### config.mk
export PLATFORM = sky130hd
export DESIGN_NAME = subpicture_rle_line_decoder
export DESIGN_NICKNAME = d
export VERILOG_FILES = /design/src/design/srld_pkg.sv /design/src/design/subpicture_rle_line_decoder.sv
export SDC_FILE = /design/constraint.sdc
export NUM_CORES = 1
export LEC_CHECK = 0
export BUFFER_PORTS_ARGS = -buffer_cell sky130_fd_sc_hd__clkbuf_2
export CORE_MARGIN = 10
export CORE_UTILIZATION = 63
export CTS_CLUSTER_SIZE = 24
export DETAILED_ROUTE_END_ITERATION = 12
export PLACE_DENSITY = 0.81
export SLEW_MARGIN = 0
export SYNTH_ARGS = -nofsm -noshare
export SYNTH_HDL_FRONTEND = slang
export SYNTH_SLANG_ARGS = --single-unit
export TNS_END_PERCENT = 30
### constraint.sdc
create_clock -name clk -period 21.3 [get_ports clk]
set_input_delay 1.065 -clock clk [delete_from_list [all_inputs] [get_ports clk]]
set_output_delay 1.065 -clock clk [all_outputs]
set_load 0.03 [all_outputs]
### src/design/srld_pkg.sv
`default_nettype none

package srld_pkg;

    localparam int COORD_BITS = 12;

    localparam logic [12:0] WIDTH_MAX  = 13'(1 << COORD_BITS);
    localparam logic [11:0] HEIGHT_MAX = 12'((1 << COORD_BITS) - 1);

    localparam logic [9:0] CODE_MIN_ONE   = 10'h004;
    localparam logic [9:0] CODE_MIN_TWO   = 10'h010;
    localparam logic [9:0] CODE_MIN_THREE = 10'h040;

    localparam logic [3:0] CONTRAST_OPAQUE = 4'hf;
    localparam logic [3:0] CONTRAST_CLEAR  = 4'h0;
    localparam logic [7:0] GRAY_MAX        = 8'd255;
    localparam logic [8:0] GRAY_SPAN       = 9'd256;

    localparam logic [1:0] REG_AREA_WIDTH     = 2'd0;
    localparam logic [1:0] REG_AREA_HEIGHT    = 2'd1;
    localparam logic [1:0] REG_LUMA_TABLE     = 2'd2;
    localparam logic [1:0] REG_CONTRAST_TABLE = 2'd3;

    typedef struct packed {
        logic [11:0] run_x;
        logic [11:0] run_y;
        logic [12:0] run_length;
        logic [7:0]  gray_level;
        logic [7:0]  alpha_level;
        logic        line_end;
        logic        next_field;
        logic        picture_done;
        logic        last;
    } result_t;

    typedef struct packed {
        logic [5:0]  partial;
        logic [1:0]  held;
        logic [12:0] column;
        logic [11:0] line;
        logic        field;
    } dec_state_t;

    typedef struct packed {
        dec_state_t st;
        logic       emit;
        logic       ended;
        result_t    res;
    } nib_out_t;

    // Decodes one nibble against the running state and forms at most one run.
    function automatic nib_out_t take_nibble(
        input dec_state_t  st,
        input logic [3:0]  nib,
        input logic [12:0] w,
        input logic [11:0] h,
        input logic [31:0] luma,
        input logic [15:0] contrast
    );
        nib_out_t    o;
        logic [9:0]  code;
        logic [2:0]  held;
        logic        done;
        logic [1:0]  color;
        logic [12:0] remaining;
        logic [12:0] len;
        logic [12:0] col_next;
        logic [3:0]  c;
        logic [7:0]  alpha;
        logic [7:0]  gray;
        logic [8:0]  sum;
        o = '0;
        o.st = st;
        code = {st.partial, nib};
        held = {1'b0, st.held} + 3'd1;
        case (held)
            3'd1:    done = code >= CODE_MIN_ONE;
            3'd2:    done = code >= CODE_MIN_TWO;
            3'd3:    done = code >= CODE_MIN_THREE;
            default: done = 1'b1;
        endcase
        if (!done)
        begin
            o.st.partial = code[5:0];
            o.st.held    = held[1:0];
        end
        else
        begin
            o.st.partial = '0;
            o.st.held    = '0;
            color = ~code[1:0];
            remaining = (st.column < w) ? (w - st.column) : 13'd0;
            len = {5'd0, code[9:2]};
            if (len == 13'd0 || len > remaining)
            begin
                len = remaining;
            end
            c = contrast[{color, 2'b00} +: 4];
            if (c == CONTRAST_OPAQUE)
                alpha = 8'd1;
            else if (c == CONTRAST_CLEAR)
                alpha = 8'd0;
            else
                alpha = {~c, 4'b0000};
            gray = luma[{color, 3'b000} +: 8];
            sum = {1'b0, gray} + {1'b0, alpha};
            if (alpha == 8'd0)
                gray = 8'd0;
            else if (sum > {1'b0, GRAY_MAX})
                gray = 8'(GRAY_SPAN - {1'b0, alpha});
            o.emit = 1'b1;
            o.res.run_x       = st.column[11:0];
            o.res.run_y       = st.line;
            o.res.run_length  = len;
            o.res.gray_level  = gray;
            o.res.alpha_level = alpha;
            col_next = st.column + len;
            if (col_next >= w)
            begin
                o.st.column = '0;
                o.st.line   = st.line + 12'd1;
                o.st.field  = ~st.field;
                o.ended     = 1'b1;
            end
            else
            begin
                o.st.column = col_next;
            end
            o.res.line_end     = o.ended;
            o.res.next_field   = o.st.field;
            o.res.picture_done = o.st.line >= h;
            o.res.last         = 1'b0;
        end
        return o;
    endfunction

endpackage

`default_nettype wire

### src/design/subpicture_rle_line_decoder.sv
// The runs of an accepted byte are registered in the result queue and leave it in order.
// Throughput: one byte per cycle; a byte giving two runs needs two output beats, and a
// four-entry result queue takes a new byte while it has room for two runs.
// Reset (rst_n low, asynchronous) clears position, line, field, partial code, the
// registers and the queue.
`default_nettype none

module subpicture_rle_line_decoder
    import srld_pkg::*;
(
    input  wire logic        clk,
    input  wire logic        rst_n,
    input  wire logic        cfg_we,
    input  wire logic [1:0]  cfg_index,
    input  wire logic [31:0] cfg_data,
    input  wire logic        s_axis_tvalid,
    output logic             s_axis_tready,
    input  wire logic [7:0]  s_axis_tdata,   // data_byte
    input  wire logic        s_axis_tuser,   // new_picture
    output logic             m_axis_tvalid,
    input  wire logic        m_axis_tready,
    // run_x, run_y, run_length, gray_level, alpha_level, line_end, next_field,
    // picture_done
    output logic [55:0]      m_axis_tdata,
    output logic             m_axis_tlast
);

    logic [12:0] area_width_reg;
    logic [11:0] area_height_reg;
    logic [31:0] luma_table_reg;
    logic [15:0] contrast_table_reg;

    dec_state_t state_reg;
    dec_state_t state_next;

    result_t    fifo_reg [4];
    logic [1:0] wr_ptr_reg;
    logic [1:0] rd_ptr_reg;
    logic [2:0] count_reg;

    logic [12:0] w;
    logic [11:0] h;
    dec_state_t  s0;
    nib_out_t    n0;
    nib_out_t    n1;
    logic        accept;
    logic        pop;
    logic        active;
    logic        emit0;
    logic        emit1;
    result_t     r0;
    result_t     r1;
    result_t     single;
    result_t     head;
    logic [2:0]  push_count;

    assign w = (area_width_reg > WIDTH_MAX) ? WIDTH_MAX : area_width_reg;
    assign h = (area_height_reg > HEIGHT_MAX) ? HEIGHT_MAX : area_height_reg;

    assign accept = s_axis_tvalid && s_axis_tready;
    assign pop    = m_axis_tvalid && m_axis_tready;

    assign s_axis_tready = count_reg <= 3'd2;
    assign m_axis_tvalid = count_reg != 3'd0;

    always_comb
    begin
        s0 = s_axis_tuser ? dec_state_t'('0) : state_reg;
        active = s0.line < h;
        n0 = take_nibble(s0, s_axis_tdata[7:4], w, h, luma_table_reg, contrast_table_reg);
        n1 = take_nibble(n0.st, s_axis_tdata[3:0], w, h, luma_table_reg, contrast_table_reg);
        emit0 = active && n0.emit;
        emit1 = active && !n0.ended && n1.emit;
        r0 = n0.res;
        r0.last = !emit1;
        r1 = n1.res;
        r1.last = 1'b1;
        single = emit0 ? r0 : r1;
        push_count = {2'b00, emit0} + {2'b00, emit1};
        if (!accept)
            state_next = state_reg;
        else if (!active)
            state_next = s0;
        else if (n0.ended)
            state_next = n0.st;
        else
            state_next = n1.st;
    end

    assign head = fifo_reg[rd_ptr_reg];
    assign m_axis_tdata = {head.picture_done, head.next_field, head.line_end,
                           head.alpha_level, head.gray_level, head.run_length,
                           head.run_y, head.run_x};
    assign m_axis_tlast = head.last;

    always_ff @(posedge clk or negedge rst_n)
    begin
        if (!rst_n)
        begin
            area_width_reg     <= '0;
            area_height_reg    <= '0;
            luma_table_reg     <= '0;
            contrast_table_reg <= '0;
        end
        else if (cfg_we)
        begin
            unique case (cfg_index)
                REG_AREA_WIDTH:     area_width_reg     <= cfg_data[12:0];
                REG_AREA_HEIGHT:    area_height_reg    <= cfg_data[11:0];
                REG_LUMA_TABLE:     luma_table_reg     <= cfg_data;
                REG_CONTRAST_TABLE: contrast_table_reg <= cfg_data[15:0];
                default:            area_width_reg     <= area_width_reg;
            endcase
        end
    end

    always_ff @(posedge clk or negedge rst_n)
    begin
        if (!rst_n)
        begin
            state_reg  <= '0;
            wr_ptr_reg <= '0;
            rd_ptr_reg <= '0;
            count_reg  <= '0;
        end
        else
        begin
            state_reg <= state_next;
            if (accept)
            begin
                wr_ptr_reg <= wr_ptr_reg + push_count[1:0];
            end
            if (pop)
            begin
                rd_ptr_reg <= rd_ptr_reg + 2'd1;
            end
            count_reg <= count_reg + (accept ? push_count : 3'd0) - {2'b00, pop};
        end
    end

    always_ff @(posedge clk)
    begin
        if (accept && emit0 && emit1)
        begin
            fifo_reg[wr_ptr_reg]         <= r0;
            fifo_reg[wr_ptr_reg + 2'd1]  <= r1;
        end
        else if (accept && (emit0 || emit1))
        begin
            fifo_reg[wr_ptr_reg] <= single;
        end
    end

endmodule

`default_nettype wire

==> results.toml, run 1 <==
[outcome]
status = "completed"

[global_routing]
antenna_found_initial = 1
grt_max_degree = 69
grt-ovfl-total = 0
grt_pass1_wl_um = 120200
grt_usage_pct = 35.41
grt_pass1_vias = 19410

[synth]
avgSynthCellArea_um2 = 10.37
synth_top_area_share_pct = 27.99
synth_cell_types = 109
synth_most_common_cell = "nand2_1"
synth_ff_type = "edfxtp_1"
synth_edf_count = 212
ys_seq_elements = 330
netlist_area_um2 = 22750
ys_seq_area_share_pct = 40.88
synth_warnings = 0
ys_top_cells_by_area = "edfxtp_1, dfrtp_1, ha_1, mux4_2, o22ai_1"
synthArstFlopShare_pct = 34.55
synth_common_cells = "nand2_1, edfxtp_1, o22ai_1"
netlist_instances = 2193
yosys.area.top_type = "edfxtp_1"

[sta]
finalHoldViolations = 0
worst_pin_slew_ps = 1161
slew_viol_final = 0
fin_skew_ps = 29.36
fin_tns_setup_ps = 0
fin_hold_ws_ps = 477.5
finalCriticalPeriod_ps = 20330
fmax_mhz = 49.19
rsz0062_at_grt = "false"
slew_headroom_pct = 22.09
fin_crit_sh_pct = 95.44
setup_viol = 0

[cts]
cts_sinks = 330
clockBufferDepth = 3
cts_buffers = 37
htree_levels = 2
clk_pin_slew_worst_paths_ps = 60
cts_root_buf = "clkbuf_16"
clk_latency_ps = 570
cts_tree = "done"

[power_and_ir_drop]
ir_drop_mv = 0.1588
p_per_area_nw_per_um2 = 186.7
finalPower_mw = 4.708
leakagePower_nw = 10.12

[final_layout]
drive_gt1_share_pct = 19.95
n_fill_cell = 2503
antenna_cells = 0
instances_no_fill = 2762
post-route-util_pct = 70.90
area_growth_pct = 10.87
final_nets = 2469
largest_reg_flops = 216

[route]
post_drt_via_cell_ratio = 7.212
routed_wl_um = 80480
dr_total_vias = 19920
wl_per_cell_um = 29.14
drtIter0Drc = 3256
drc_errors = 0
drtPass1Iterations = 8
drtAntennaViolNets = 0

[placed_design]
dpl.hpwl_um = 57170
routabilityCongestion = 1.022
post-place-cells = 2690
io_buffer_count = 103

[critical_path]
crit_required_ps = 21570
crit_slowest_cell = "dfrtp_4"
worstPathMaxFanout = 17
start_kind = "flop"
cp-end-kind = "flop"
slowest_delay_ps = 560
crit_type = "reg2reg"
arrival_ps = 20600

[floorplanning]
rows = 69
fp.dieH_um = 210.0
core_area_um2 = 35570
die-area_um2 = 44100
die_w_um = 210.0
start_util_pct = 63.95
io_pins = 107

[flow_run]
maxCapViolations = 0

[worst_hold_path]
hold_path_class = "reg2reg"
kinds of logic (layout without fill, tap and decap cells):
family,Yosys count,after routing,share of synthesized area (%)
buffers and inverters,223,329,3.790
adders and majority gates,151,151,8.350
DFF,330,330,40.88
and+or+nand+nor,613,613,12.78
AOI/OAI and AO/OA,614,614,18.41
muxes,164,164,11.91
other,1,3,0.01649
xor gates and xnor gates,97,97,3.851
layout by cell type, fill, tap and decap left out, drive strengths merged, types with 16 or more instances in the layout:
cell type,synthesis,layout
mux2,74,74
xnor2,56,56
edfxtp,212,212
nand3,27,27
nand2b,21,21
a21oi,86,86
nand4,16,16
nor2,141,141
and2,19,19
nor2b,39,39
nand2,235,235
xor2,41,41
nor3,30,30
o21ai,147,147
clkbuf,101,147
o21a,21,21
nor4,17,17
and3,18,18
or2,17,17
ha,143,143
mux4,78,78
a21o,40,40
o22ai,151,151
dfrtp,114,114
inv,99,103
buf,22,62
a22o,35,35
worst max-delay path: cells and delay by family, from the launching register on:
family | cells | cell delay (ps)
multiplexers | 1 | 370
XOR/XNOR | 2 | 340
adder cells (fa/ha/maj) | 11 | 3510
buffers and inverters | 7 | 940
AO/OA/AOI/OAI | 57 | 10220
AND/OR/NAND/NOR | 27 | 4010
flip-flops | 1 | 560
report_power, final:
group / switching [mW] / leakage (nW) / internal (mW) / total (mW)
sequential: 0.0894 / 3.41 / 0.875 / 0.964
clock: 0.280 / 0.582 / 0.371 / 0.650
combinational: 2.06 / 6.13 / 1.03 / 3.09
layer usage:
metal / track usage (%) / wire, um / up-vias
met5: 0 / 0 / -
met4: 11.59 / 2730 / 0
met3: 9.920 / 11420 / 238
met2: 54.28 / 35780 / 1703
met1: 47.89 / 30550 / 9520
li1: - / - / 8458
cell type report:
| class | count | area, um2 | share of cell area, % |
|---|---|---|---|
| Multi-Input combinational cell | 1642 | 12780 | 50.68 |
| Timing Repair Buffer | 164 | 975.9 | 3.870 |
| Tap cell | 461 | 576.8 | 2.287 |
| Inverter | 100 | 377.9 | 1.498 |
| Sequential cell | 330 | 9308 | 36.91 |
| Clock buffer | 45 | 987.2 | 3.915 |
| Clock inverter | 20 | 211.5 | 0.8385 |
metrics by stage:
stage	cell area (um2)	setup WS [ps]
2_1_floorplan	22750	1757
3_3_place_gp	23880	468.8
3_5_place_dp	23880	138.0
4_1_cts	25080	304.3
5_1_grt	25220	24.66
6_report	25220	972.0
final timing paths:
kind / from / endpoint / slack, ps / cells past startpoint
max: area_width_reg[12] / fifo_reg[1][1] / 970 / 105
min: state_reg[7] / state_reg[7] / 480 / 2
max reg2reg: area_width_reg[12] / fifo_reg[1][1] / 970 / 105
min reg2reg: state_reg[7] / state_reg[7] / 480 / 2
max in group asynchronous: rst_n / area_width_reg[12] / 19280 / 2
min in group asynchronous: rst_n / state_reg[10] / 560 / 1
repair_timing:
action                     CTS  global route
hold buffers                 0             0
setup buffers                0             7
setup endpoints to repair    0             4
gates resized for setup      0            21
(Power assumes the default switching activity.)
==> inputs of run 2 (changes only) <==
--- a/config.mk
+++ b/config.mk
@@ -5,12 +5,11 @@
 export SDC_FILE = /design/constraint.sdc
 export NUM_CORES = 1
 export LEC_CHECK = 0
-export BUFFER_PORTS_ARGS = -buffer_cell sky130_fd_sc_hd__clkbuf_2
 export CORE_MARGIN = 10
-export CORE_UTILIZATION = 63
+export CORE_UTILIZATION = 45
 export CTS_CLUSTER_SIZE = 24
 export DETAILED_ROUTE_END_ITERATION = 12
-export PLACE_DENSITY = 0.81
+export DONT_BUFFER_PORTS = 1
 export SLEW_MARGIN = 0
 export SYNTH_ARGS = -nofsm -noshare
 export SYNTH_HDL_FRONTEND = slang
==> results.toml, run 2 (same netlist as run 1, synthesis figures left out) <==
[outcome]
status = "completed"

[critical_path]
cp-end-kind = "flop"
crit_start = "s_axis_tuser"
crit_type = "in2reg"
crit_slowest_cell = "or4_1"
start_kind = "input port"
cp_common_cell = "o21ai_0"
slowest_delay_ps = 500
arrival_ps = 20230
worstPathMaxFanout = 29
r2r-start = "area_width_reg[12]"
crit_required_ps = 21590

[final_layout]
layout_common_cells = "nand2_1, edfxtp_1, o22ai_1"
n_fill_cell = 4655
drive_gt1_share_pct = 16.97
instances_no_fill = 2885
final_nets = 2378
multi_input_area_um2 = 12760
largest_reg_flops = 216
seq_area_um2 = 9304
area_growth_pct = 10.17
layout_commonest_cell = "nand2_1"

[placed_design]
dp_slack_ps = 184.1
routabilityCongestion = 1.022
post-place-cells = 2807
io_buffer_count = 0
dpl.hpwl_um = 58600

[cts]
cts_sinks = 330
cts_root_buf = "clkbuf_16"
cts_hold_buf = 0
clk_pin_slew_worst_paths_ps = 60
clockBufferDepth = 3
cts_tree = "done"
htree_levels = 2
cts_buffers = 39
clk_latency_ps = 570

[global_routing]
grt.met2_usage_pct = 39.80
grt_usage_pct = 26.15
met3_usage_pct = 5.093
grt_pass1_wl_um = 119200
grt.busiest_layer = "met2"
grt-ovfl-total = 0
met1_usage_pct = 37.00
grt_max_degree = 115
antenna_found_initial = 3
grt_pass1_vias = 17980

[route]
drc_errors = 0
wl_per_cell_um = 28.04
drtAntennaViolNets = 0
dr_total_vias = 18790
post_drt_via_cell_ratio = 6.512
drtIter0Drc = 2225
routed_wl_um = 80900
drtPass1Iterations = 5

[sta]
setup_ws_ps = 1359
fmax_mhz = 50.15
finalHoldViolations = 0
fin_skew_ps = 23.35
fin_tns_setup_ps = 0
slew_headroom_pct = 25.77
setup_viol = 0
slew_viol_final = 0
rsz0062_at_grt = "false"
finalCriticalPeriod_ps = 19940
fin_crit_sh_pct = 93.62
worst_pin_slew_ps = 1113

[floorplanning]
start_util_pct = 45.43
core_area_um2 = 50070
die-area_um2 = 59940
die_w_um = 244.8
fp.dieH_um = 244.8
rows = 82
io_pins = 107

[flow_run]
maxCapViolations = 0

[power_and_ir_drop]
leakagePower_nw = 9.768
ir_drop_mv = 0.06837
p_per_area_nw_per_um2 = 181.9
finalPower_mw = 4.558

[worst_hold_path]
hold_path_class = "in2async"
[run 2: layout make-up]
type | count | share of cell area (%)
repair buffers | 71 | 2.127
flip-flops and latches | 330 | 37.13
multi-input cells | 1642 | 50.93
inverters | 100 | 1.538
diodes | 3 | 0.02996
well taps | 672 | 3.355
clock inverters | 18 | 0.7290
clock buffers | 49 | 4.164
[run 2: critical path, delay by kind of cell]
kind	cells	cell delay (ps)
compound gates	58	10420
simple gates	26	3790
fa+ha+maj	11	3220
buf+inv	7	980
xor+xnor	2	370
mux	1	360
[run 2: routing by layer]
layer | share of wire [%] | vias to the layer above
met1 | 43 | 9385
met5 | 0.025 | -
met3 | 9.7 | 135
met4 | 2.8 | 2
met2 | 45 | 982
li1 | - | 8282
[run 2: repair_timing]
action | CTS | global route
setup buffers | 0 | 8
gates resized for setup | 0 | 19
setup endpoints to repair | 0 | 5
[run 2: worst paths after layout]
| check | endpoint | slack, ps | depth (start not counted) |
|---|---|---|---|
| max | fifo_reg[0][1] | 1360 | 105 |
| min | luma_table_reg[29] | 220 | 0 |
| max reg2reg | fifo_reg[0][1] | 1410 | 106 |
| min reg2reg | state_reg[7] | 480 | 2 |
| max in group asynchronous | rd_ptr_reg[0] | 20750 | 0 |
| min in group clk | state_reg[7] | 480 | 2 |
[run 2: power breakdown]
part | leakage [nW] | switching [mW] | internal [mW]
Clock | 0.601 | 0.275 | 0.384
Combinational | 5.75 | 1.96 | 0.980
Sequential | 3.41 | 0.0818 | 0.874
[run 2: per-stage QoR]
step	util (%)	hold WS, ps	instance area (um2)
floorplan	-	442.2	22750
detailed placement	47.32	464.5	23690
global route	50.03	204.7	25050
finish	50.05	224.9	25060
CTS	49.77	179.8	24920
global placement	47.32	458.2	23690
